$ cat config.mk
export PLATFORM = sky130hd
export DESIGN_NAME = rma_front
export DESIGN_NICKNAME = d
export VERILOG_FILES = /design/src/hw/rtl/rma_pkg.sv /design/src/hw/rtl/rma_front.sv
export SDC_FILE = /design/constraint.sdc
export NUM_CORES = 1
export LEC_CHECK = 0
export ABC_CLOCK_PERIOD_IN_PS = 5280
export BUFFER_PORTS_ARGS = -buffer_cell sky130_fd_sc_hd__buf_2
export CAP_MARGIN = 25
export CORE_ASPECT_RATIO = 1.5
export CORE_UTILIZATION = 35
export CTS_CLUSTER_DIAMETER = 30
export CTS_CLUSTER_SIZE = 20
export DETAILED_ROUTE_END_ITERATION = 16
export HOLD_SLACK_MARGIN = 0.12
export PLACE_DENSITY_LB_ADDON = 0.12
export SYNTH_ARGS = -nofsm -noshare
export SYNTH_HDL_FRONTEND = slang
export SYNTH_SLANG_ARGS = --single-unit
export TNS_END_PERCENT = 5
$ cat constraint.sdc
create_clock -name aclk -period 5.28 [get_ports aclk]
set_clock_uncertainty 0.15 [all_clocks]
set_input_delay 0.528 -clock aclk [delete_from_list [all_inputs] [get_ports aclk]]
set_output_delay 0.528 -clock aclk [all_outputs]
set_load 0.03 [all_outputs]
$ cat src/hw/rtl/rma_pkg.sv
// ----------------------------------------------------------------------------
// rma_pkg
// Shared opcodes and the decoded-instruction type for the register machine.
// ----------------------------------------------------------------------------
package rma_pkg;

    localparam int DataW = 32;
    localparam int IdxW  = 5;

    typedef enum logic [3:0] {
        OP_IN   = 4'd0,
        OP_OUT  = 4'd1,
        OP_MOV  = 4'd2,
        OP_XCHG = 4'd3,
        OP_ADD  = 4'd4,
        OP_SUB  = 4'd5,
        OP_MUL  = 4'd6,
        OP_DIV  = 4'd7,
        OP_MOD  = 4'd8,
        OP_AND  = 4'd9,
        OP_OR   = 4'd10,
        OP_XOR  = 4'd11
    } op_t;

    // decoded instruction handed from front to back
    typedef struct packed {
        logic [3:0]      op;
        logic [IdxW-1:0] dst;
        logic [IdxW-1:0] xa;    // first operand register
        logic [IdxW-1:0] xb;    // second operand register
        logic [IdxW-1:0] sa;    // raw source a, for mov/xchg
        logic [DataW-1:0] imm;
    } instr_t;

endpackage

$ cat src/hw/rtl/rma_front.sv
// ----------------------------------------------------------------------------
// rma_front
// Accepts instruction beats, drops unused opcodes, resolves operand
// registers and pushes into a two-entry queue toward the execute side.
// ----------------------------------------------------------------------------
module rma_front (
    input  logic                 aclk,
    input  logic                 aresetn,
    input  logic                 s_valid,
    output logic                 s_ready,
    input  logic [3:0]           s_req_type,
    input  logic [4:0]           s_dst_reg,
    input  logic [4:0]           s_src_a_reg,
    input  logic [4:0]           s_src_b_reg,
    input  logic                 s_three_operand,
    input  logic [31:0]          s_imm_value,
    output logic                 q_valid,
    input  logic                 q_ready,
    output rma_pkg::instr_t      q_data
);
    import rma_pkg::*;

    instr_t      mem_reg [2];
    logic        wptr_reg, rptr_reg;
    logic [1:0]  cnt_reg;
    instr_t      dec;
    logic        push, pop;

    // classify the incoming beat
    always_comb begin
        dec.op  = s_req_type;
        dec.dst = s_dst_reg;
        dec.sa  = s_src_a_reg;
        dec.imm = s_imm_value;
        if (s_three_operand) begin
            dec.xa = s_src_a_reg;
            dec.xb = s_src_b_reg;
        end else begin
            dec.xa = s_dst_reg;
            dec.xb = s_src_a_reg;
        end
    end

    assign s_ready = (cnt_reg != 2'd2);
    assign push    = s_valid && s_ready && (s_req_type <= OP_XOR);
    assign pop     = q_valid && q_ready;
    assign q_valid = (cnt_reg != 2'd0);
    assign q_data  = mem_reg[rptr_reg];

    // queue storage
    always_ff @(posedge aclk) begin
        if (push) begin
            mem_reg[wptr_reg] <= dec;
        end
    end

    // queue pointers
    always_ff @(posedge aclk) begin
        if (!aresetn) begin
            wptr_reg <= 1'b0;
            rptr_reg <= 1'b0;
            cnt_reg  <= 2'd0;
        end else begin
            if (push) wptr_reg <= ~wptr_reg;
            if (pop)  rptr_reg <= ~rptr_reg;
            cnt_reg <= cnt_reg + {1'b0, push} - {1'b0, pop};
        end
    end

    assert property (@(posedge aclk) disable iff (!aresetn) cnt_reg <= 2'd2)
        else $error("queue count overflow");
    assert property (@(posedge aclk) disable iff (!aresetn)
        (cnt_reg == 2'd0) |-> !pop)
        else $error("pop from empty queue");
    assert property (@(posedge aclk) disable iff (!aresetn)
        (push && !pop) |=> (cnt_reg == $past(cnt_reg) + 2'd1))
        else $error("queue count did not follow push");

endmodule

## After elaboration in Yosys (flattened, before gate mapping)

Memory sizes are Yosys's and may differ from the RTL's. A register that Yosys moved wholly into a read port is not among the register bits.
Cells that the tools add are included.

- Add/subtract/negate cells: 2
- Multiply operators: 0
- Div/mod/pow operators: 0
- Magnitude comparators: 1
- Equal/unequal tests: 1
- Shift operators: 0
- Muxes and demuxes: 5
- Bitwise gates (word level): 2
- Reduce and logical (&&, ||, !) cells: 4

Operators by type and width:

| cell | number |
|---|---|
| 2-to-1 mux 10 bit | 1 |
| less-or-equal comparator 4 bit, second input constant | 1 |
| 2-to-1 mux 1 bit | 4 |
| logical AND 1 bit | 3 |
| adder 2 x 1 -> 2 bit | 1 |
| != test 2 bit, second input constant | 1 |
| inverter 1 bit | 2 |
| nonzero test 2 bit | 1 |
| subtractor 2 x 1 -> 2 bit | 1 |

- Register bits after elaboration: 4
- Bits in latches: 0
- Bits in writable memories: 112
- ROM bits: 0
- Input port bits: 56
- Output and inout bits: 58
- Logic and storage cells: 19
- Memories kept: 1

Memory list:

| memory | words | bits a word | rd ports | clocked after memory_dff | wr ports | line | RTL |
|---|---|---|---|---|---|---|---|
| mem_reg | 2 | 56 | 1 | 1 | 1 | rma_front.sv:23 | `instr_t mem_reg [2];` |

## Logic depth before layout (Yosys ltp)

Gate-level depths: netlist of the first run.

- Depth in word-level cells: 5
- Gate-level depth with buffers: 7
- Mapped depth without buffers: 7

## Worst setup path after synthesis of the first run

Ideal clock, no wire load.

- Path kind: reg2reg
- Start: reg cnt_reg[0]
- End: mem mem_reg[0][0] (netlist name), enable pin
- Setup time: 470 ps
- Arrival time: 3226 ps
- Required time: 4660 ps
- Setup slack: 1434 ps
- Cell stages (with the launch flop): 4
- Buffers on the path: 0
- Period minus slack after synthesis: 3846 ps
- Path through: dfxtp_1 -> nand2b_1 -> nand2_1 -> nor2_1

- Word-level cells in the longest chain between the ends: 5

RTL lines:

| element | line | RTL |
|---|---|---|
| start, declared | rma_front.sv:25 | `logic [1:0] cnt_reg;` |
| start signal, assigned | rma_front.sv:66 | `cnt_reg <= cnt_reg + {1'b0, push} - {1'b0, pop};` |
| != test 2 bit | rma_front.sv:44 | `assign s_ready = (cnt_reg != 2'd2);` |
| named net s_ready | rma_front.sv:10 | `output logic s_ready,` |
| logical AND 1 bit (2 in a row) | rma_front.sv:45 | `assign push = s_valid && s_ready && (s_req_type <= OP_XOR);` |
| 2-to-1 mux 1 bit | rma_front.sv:52 | `if (push) begin` |
| 2-to-1 mux 1 bit (implied by the code) | rma_front.sv:53 | `mem_reg[wptr_reg] <= dec;` |
| end, declared | rma_front.sv:23 |  |

The timed path passes the listed nets, and every way through them passes these cells.

==> flow_summary.ini, run 1 <==
[cells_and_area]
final_core_util = 0.459
syn2layout_area_growth_pct = 28.7
fin_nets = 402
nFillCells = 1157
final_cell_mix = buf_2, edfxtp_1, mux2_2, mux2_1, clkbuf_16
final_common_cell = buf_2
largest_reg_flops = 112
seq_area_um2 = 3460
layout-drive-gt1-share = 0.550
fin_cells = 514
multi_input_area_um2 = 923
antenna_cells = 0
design_area_um2 = 5720

[power_and_ir_drop]
p_leak_nw = 2.12
irDropWorstVdd_v = 0.000246
p_per_area_nw_per_um2 = 485
finalPower_mw = 2.77

[clocking]
clk_pin_slew_ns = 0.05
cts.repair.resized = 0
cts.sinks = 117
cts-htree-levels = 4
clock_latency_ns = 0.40
cts_buffers = 17
postCtsHoldBufs = 0
cts-root-buf = clkbuf_16
cts_tree = built
cts.path.max_buffers = 2
post_cts_buffers = 0

[min_path]
hp-class = primary input to flop
hold_depth = 1

[logic_synthesis]
synth.avg_cell_area_um2 = 20.6
ys_seq_area_frac = 0.780
synth_seq_cells = 117
mappedNetlistNets = 273
syn_inst = 216
yosysWarningCount = 0
synthesis.area_um2 = 4440
synth.distinct_cells = 23

[worst_setup_path]
crit_path_cell_trace = buf_4 -> mux2_2 -> buf_2
crit_slowest_cell = dfxtp_2
reg2reg_depth = 3
crit_required_ns = 4.60
crit_arrival_ns = 2.26
cp-end-kind = output port
start_kind = flop
crit_type = flop to output port
crit_fanout = 29
cp_slowest_stage_delay_ns = 0.77

[placed_design]
portBuffers = 113
dp_cells = 481
dp.final_hpwl_um = 5280
placed_cell_area_um2 = 5170
preCtsSetupSlack_ns = 2.37
place.gp.congestion = 0.672

[sta]
finalSetupTns_ns = 0
hold_viol = 0
worstMarginPinSlew_ns = 0.839
slew_viol_final = 0
setup_ws_ns = 2.34
holdWs_ns = 0.164
setup_viol = 0
max_freq_ghz = 0.340
timing.slew.headroom = 0.440
post-route-period-util = 0.557
rsz0062_at_grt = false
finalCriticalPeriod_ns = 2.94

[die]
die_w_um = 94.0
die_h_um = 140
initial_core_util = 0.357
num_rows = 50
dieArea_um2 = 13200
core_um2 = 12400
ios = 114

[global_route]
grt_usage = 0.133
grt_pass1_vias = 2512
grt-ovfl-total = 0
grt_max_degree = 35
antenna_found_initial = 0
grt_first_pass_wirelength_um = 12700

[route]
vias = 2347
vias_per_cell = 4.57
initialDrtViolationCount = 92
drtAntennaViolNets = 0
wl_per_cell_um = 15.8
drc = 0
drtPass1Iterations = 6
routed_wl_um = 8140

[run]
maxCapViolCount = 0

[run_status]
outcome = complete, no violations
==> where the power goes <==
group	switching [mW]	leakage (nW)	internal, mW	total, mW
logic	0.381	0.787	0.214	0.595
registers	0.0454	1.08	1.12	1.17
clock network	0.374	0.252	0.635	1.01
total	0.800	2.12	1.97	2.77
==> critical path: cells and delay by family, from the launching register on <==
kind,cells,cell delay [ns]
buffers and inverters,2,0.67
flip-flops,1,0.77
multiplexers,1,0.40
==> metal layers <==
metal,routed length (µm),vias up,track usage
met5,0,-,0
met4,151,0,0.0656
met3,497,13,0.0510
met2,4430,69,0.230
met1,3060,1159,0.140
li1,-,1106,-
==> final cells by class <==
class | instances | share of cell area
sequential | 117 | 0.606
multi-input combinational | 92 | 0.162
timing repair buffer | 117 | 0.106
clock buffer | 20 | 0.0764
tap | 156 | 0.0341
clock inverter | 12 | 0.0155
==> cell usage after synthesis (all sizes together) <==
master | count | area share
dfxtp | 5 | 0.023
and2 | 4 | 0.0056
buf | 7 | 0.014
and3 | 1 | 0.0014
a21boi | 1 | 0.0025
mux2i | 1 | 0.0023
mux2 | 66 | 0.17
edfxtp | 112 | 0.76
a21oi | 2 | 0.0023
a211oi | 1 | 0.0017
or2 | 1 | 0.0014
nand2b | 2 | 0.0028
nand2 | 4 | 0.0034
nor3 | 1 | 0.0023
o21ai | 1 | 0.0011
and2b | 1 | 0.0023
nor2 | 2 | 0.0017
ha | 1 | 0.0028
nand3 | 1 | 0.0011
xnor2 | 2 | 0.0039
==> kinds of logic (layout without fill, tap and decap cells) <==
| family | count (synthesis) | count (layout) | synth area share |
|---|---|---|---|
| adder cells (fa/ha/maj) | 1 | 1 | 0.00282 |
| multiplexers | 67 | 67 | 0.170 |
| XOR/XNOR | 2 | 2 | 0.00395 |
| AND/OR/NAND/NOR | 17 | 17 | 0.0220 |
| flip-flops | 117 | 117 | 0.780 |
| AO/OA/AOI/OAI | 5 | 5 | 0.00761 |
| buffers and inverters | 7 | 149 | 0.0141 |
==> final timing paths <==
check / from / end / slack [ns]
setup / recovery: flop / q_data[47] / 2.34
hold / removal: s_imm_value[13] / mem_reg[1][13] / 0.16
setup reg to reg: cnt_reg[0] / mem_reg[1][50] / 2.94
hold reg to reg: rptr_reg / flop / 0.43
Power figures use the tool's default switching activity.
==> run 2: changes to the inputs <==
ABC_CLOCK_PERIOD_IN_PS = 2400   (was 5280)
clock period = 2.4 ns   (was 5.28 ns; I/O delays follow)
==> flow_summary.ini, run 2 (synthesis gave the netlist of run 1 again) <==
[sta]
max_freq_ghz = 0.484
finalSetupTns_ns = 0
holdWs_ns = 0.161
finalCriticalPeriod_ns = 2.07
hold_viol = 0
worstMarginPinSlew_ns = 0.429
rsz0062_at_grt = false
timing.slew.headroom = 0.714
slew_viol_final = 0
post-route-period-util = 0.862
setup_viol = 0

[worst_setup_path]
crit_required_ns = 2.01
crit-reg2reg-launch = cnt_reg[0]
crit_path_cell_trace = buf_4 -> mux2_1 -> buf_2
crit_fanout = 30
start_kind = flop
cp-end-kind = output port
crit_arrival_ns = 1.68
crit_family = buffers and inverters
crit_buf_inv = 2
r2r-end = mem_reg[1][55]
crit_slowest_cell = mux2_1
crit_type = flop to output port
rrSetupSlack_ns = 0.67
reg2reg_depth = 3
cp_slowest_stage_delay_ns = 0.39

[clocking]
clock_latency_ns = 0.40
cts.path.max_buffers = 2
cts-root-buf = clkbuf_16
cts.sinks = 117
cts-htree-levels = 4
cts_buffers = 17
clk_pin_slew_ns = 0.05
cts_tree = built
post_cts_buffers = 0

[placed_design]
dp_cells = 484
dp.final_hpwl_um = 5240
portBuffers = 113
placed_cell_area_um2 = 5230
place.gp.congestion = 0.686

[power_and_ir_drop]
irDropWorstVdd_v = 0.000482
p_leak_nw = 2.38
p_per_area_nw_per_um2 = 1010

[route]
drc = 0
vias_per_cell = 4.49
wl_per_cell_um = 14.9
vias = 2548
drtAntennaViolNets = 0
routed_wl_um = 8450
drtPass1Iterations = 4
initialDrtViolationCount = 71

[cells_and_area]
final_common_cell = buf_2
largest_reg_flops = 112
design_area_um2 = 6320
final_core_util = 0.508
nFillCells = 1059
antenna_cells = 0
final_cell_mix = buf_2, edfxtp_1, dlygate4sd3_1, mux2_2, mux2_1
layout-drive-gt1-share = 0.483
fin_nets = 456
syn2layout_area_growth_pct = 42.4
fin_cells = 568

[global_route]
grt_pass1_vias = 2636
grt_usage = 0.138
grt-ovfl-total = 0
grt_first_pass_wirelength_um = 13000
grt_max_degree = 37
antenna_found_initial = 0

[run]
maxCapViolCount = 0

[die]
die_h_um = 140
core_um2 = 12400
die_w_um = 94.0
num_rows = 50
ios = 114
initial_core_util = 0.357
dieArea_um2 = 13200

[min_path]
hp-class = primary input to flop
hold_depth = 4
min_from = q_ready

[run_status]
outcome = complete, no violations
[run 2: cell count changes in the layout (fill, tap and decap cells not counted)]
cell,delta
buf_12,+2
bufinv_16,+2
clkinv_2,-1
clkinvlp_4,-1
dlygate4sd3_1,+52
[run 2: where the power goes]
group / total (mW) / switching [mW] / internal [mW]
Combinational: 1.44 / 0.901 / 0.541
Sequential: 2.52 / 0.0506 / 2.47
Clock: 2.41 / 0.804 / 1.61
[run 2: worst max path at each step]
stage / cells past startpoint / to
floorplan: 2 / mem_reg[1][0]
global placement: 4 / mem_reg[1][54]
detailed placement: 4 / mem_reg[1][0]
CTS: 3 / q_data[11]
global route: 3 / q_data[44]
finish: 3 / q_data[44]
[run 2: layout make-up]
cell class,instances,area [µm²],area share
multi-input cells,92,923,0.146
clock buffers,20,437,0.0690
flip-flops and latches,117,3460,0.548
well taps,156,195,0.0309
repair buffers,171,1170,0.185
clock inverters,12,136,0.0216
[run 2: stage by stage]
step | setup WS (ns) | total power [mW]
floorplan | -0.338 | 3.57
global placement | 0.565 | 3.95
detailed placement | 0.553 | 3.97
CTS | 0.260 | 6.49
global route | 0.234 | 6.67
finish | 0.332 | 6.37
[run 2: tightest hold or removal path: stages]
cell     delay [ns]
buf_2          0.14
nand2_1        0.08
xnor2_1        0.07
and2_1         0.15
[run 2: repair_timing]
item                                    4_1_cts  5_1_grt
endpoints found under the setup margin        0        0
resized for setup                             0        0
hold endpoints to repair                    117        0
hold buffers                                 52        0
[run 2: routing by layer]
metal	vias up	routed length (µm)	GRT usage
met3	8	334	0.0483
li1	1219	-	-
met4	0	89	0.0632
met5	-	0	0
met2	66	4590	0.243
met1	1255	3430	0.143
==> run 3: changes to the inputs <==
ABC_CLOCK_PERIOD_IN_PS = 1650   (was 2400)
CORE_UTILIZATION = 47   (was 35)
clock period = 1.65 ns   (was 2.4 ns; I/O delays follow)
==> flow_summary.ini, run 3 (synthesis gave the netlist of run 1 again) <==
[cells_and_area]
antenna_cells = 0
largest_reg_flops = 112
final_cell_mix = edfxtp_1, buf_2, dlygate4sd3_1, mux2_2, buf_6
nFillCells = 580
layout-drive-gt1-share = 0.525
fin_nets = 459
final_common_cell = edfxtp_1
syn2layout_area_growth_pct = 50.2

[die]
initial_core_util = 0.483
die_w_um = 81.4
ios = 114
core_um2 = 9200
die_h_um = 121
dieArea_um2 = 9850
num_rows = 43

[run]
maxCapViolCount = 0

[sta]
rsz0062_at_grt = true
timing.slew.headroom = 0.776
setup_ws_ns = -0.177
finalCriticalPeriod_ns = 1.83
finalSetupTns_ns = -7.51
holdWs_ns = 0.161
setup_viol = 56
worstMarginPinSlew_ns = 0.334
max_freq_ghz = 0.547
hold_viol = 0
slew_viol_final = 0
post-route-period-util = 1.11

[route]
drc = 0
drtPass1Iterations = 4
initialDrtViolationCount = 87
routed_wl_um = 8520
met3_length_um = 499
dr_wl_met2_um = 4620
drtAntennaViolNets = 0
vias_per_cell = 4.89
routed.top_layer = met4
wl_per_cell_um = 16.2
vias = 2567
wl_met1_um = 3280

[min_path]
min_to = wptr_reg
hold_depth = 5
hp-class = primary input to flop
min_from = s_req_type[2]

[placed_design]
place.gp.congestion = 0.698
dp.final_hpwl_um = 4840
portBuffers = 113

[run_status]
failed_checks = negative setup slack
outcome = finished, violations left

[clocking]
cts.path.max_buffers = 2
clock_latency_ns = 0.40
cts.sinks = 117
cts_buffers = 17
cts-htree-levels = 4
cts_tree = built
cts-root-buf = clkbuf_16
clk_pin_slew_ns = 0.05

[worst_setup_path]
cp-end-kind = output port
reg2reg_depth = 3
crit_required_ns = 1.33
start_kind = flop
rrSetupSlack_ns = 0.14
crit_arrival_ns = 1.51
crit_type = flop to output port
crit-reg2reg-launch = cnt_reg[0]
r2r-end = mem_reg[1][32]
crit_fanout = 25

[power_and_ir_drop]
irDropWorstVdd_v = 0.00108
switchingPower_mw = 2.66
p_leak_nw = 2.56
netSwitchingFraction = 0.279
finalPower_mw = 9.53
p_comb_frac = 0.281
clkPwrFrac = 0.331
seqPwrFrac = 0.387
p_per_area_nw_per_um2 = 1430
p_int_mw = 6.87

[global_route]
grt_first_pass_wirelength_um = 12800
grt_max_degree = 32
antenna_found_initial = 0
grt_pass1_vias = 2736
grt-ovfl-total = 0
grt_usage = 0.182
[run 3: cell count changes in the layout (fill, tap and decap cells not counted), moves of 2 or more]
cell       change
bufinv_16      -2
buf_2         -55
mux2_2        -14
dfxtp_1        -2
buf_6         +33
buf_12         +3
mux2_4        +23
clkinv_2       +4
clkbuf_1       -3
mux2_1         -9
buf_4         +20
[run 3: area by class of cell]
| type | count | area, µm² | area share |
|---|---|---|---|
| well taps | 112 | 140 | 0.0210 |
| repair buffers | 174 | 1510 | 0.226 |
| clock inverters | 13 | 93.8 | 0.0141 |
| flip-flops and latches | 117 | 3470 | 0.520 |
| multi-input cells | 92 | 1030 | 0.154 |
| clock buffers | 17 | 425 | 0.0638 |
[run 3: timing repair]
action | 4_1_cts | 5_1_grt
hold endpoints to repair | 117 | 0
setup endpoints to repair | 56 | 59
buffers inserted | 0 | 0
gates cloned | 0 | 1
hold buffers | 53 | 0
resized for setup | 71 | 43
[run 3: worst max-delay path by stage]
stage	start	endpoint	slack, ns
floorplan	cnt_reg[0]	mem_reg[0][0]	-0.39
global placement	s_req_type[3]	cnt_reg[0]	0.06
detailed placement	s_req_type[3]	cnt_reg[0]	0.01
CTS	flop	q_data[33]	-0.22
global route	flop	q_data[45]	-0.24
finish	flop	q_data[45]	-0.18
[run 3: layer usage]
metal / track usage / vias up
li1: - / 1218
met1: 0.193 / 1250
met2: 0.311 / 87
met3: 0.0707 / 12
met4: 0.0815 / 0
met5: 0 / -
[run 3: metrics by stage]
| step | instances | util | setup WS, ns | area [µm²] |
|---|---|---|---|---|
| 2_1_floorplan | 216 | - | -0.390 | 4470 |
| 3_3_place_gp | 441 | 0.569 | 0.0568 | 5240 |
| 3_5_place_dp | 441 | 0.569 | 0.0129 | 5240 |
| 4_1_cts | 524 | 0.705 | -0.219 | 6480 |
| 5_1_grt | 525 | 0.725 | -0.242 | 6670 |
| 6_report | 525 | 0.725 | -0.177 | 6670 |
[run 3: critical path, cell delays in order, from the launching register on]
cell,delay (ns)
dfxtp_4,0.39
buf_12,0.20
mux2_2,0.36
buf_4,0.17
[run 3: power by group through the flow]
stage | clock network (mW) | registers [mW] | logic, mW
finish | 3.16 | 3.69 | 2.68
global route | 3.37 | 3.72 | 2.83
CTS | 3.22 | 3.68 | 2.45
detailed placement | 0 | 3.73 | 2.08
global placement | 0 | 3.72 | 2.08
floorplan | 0 | 3.71 | 1.50
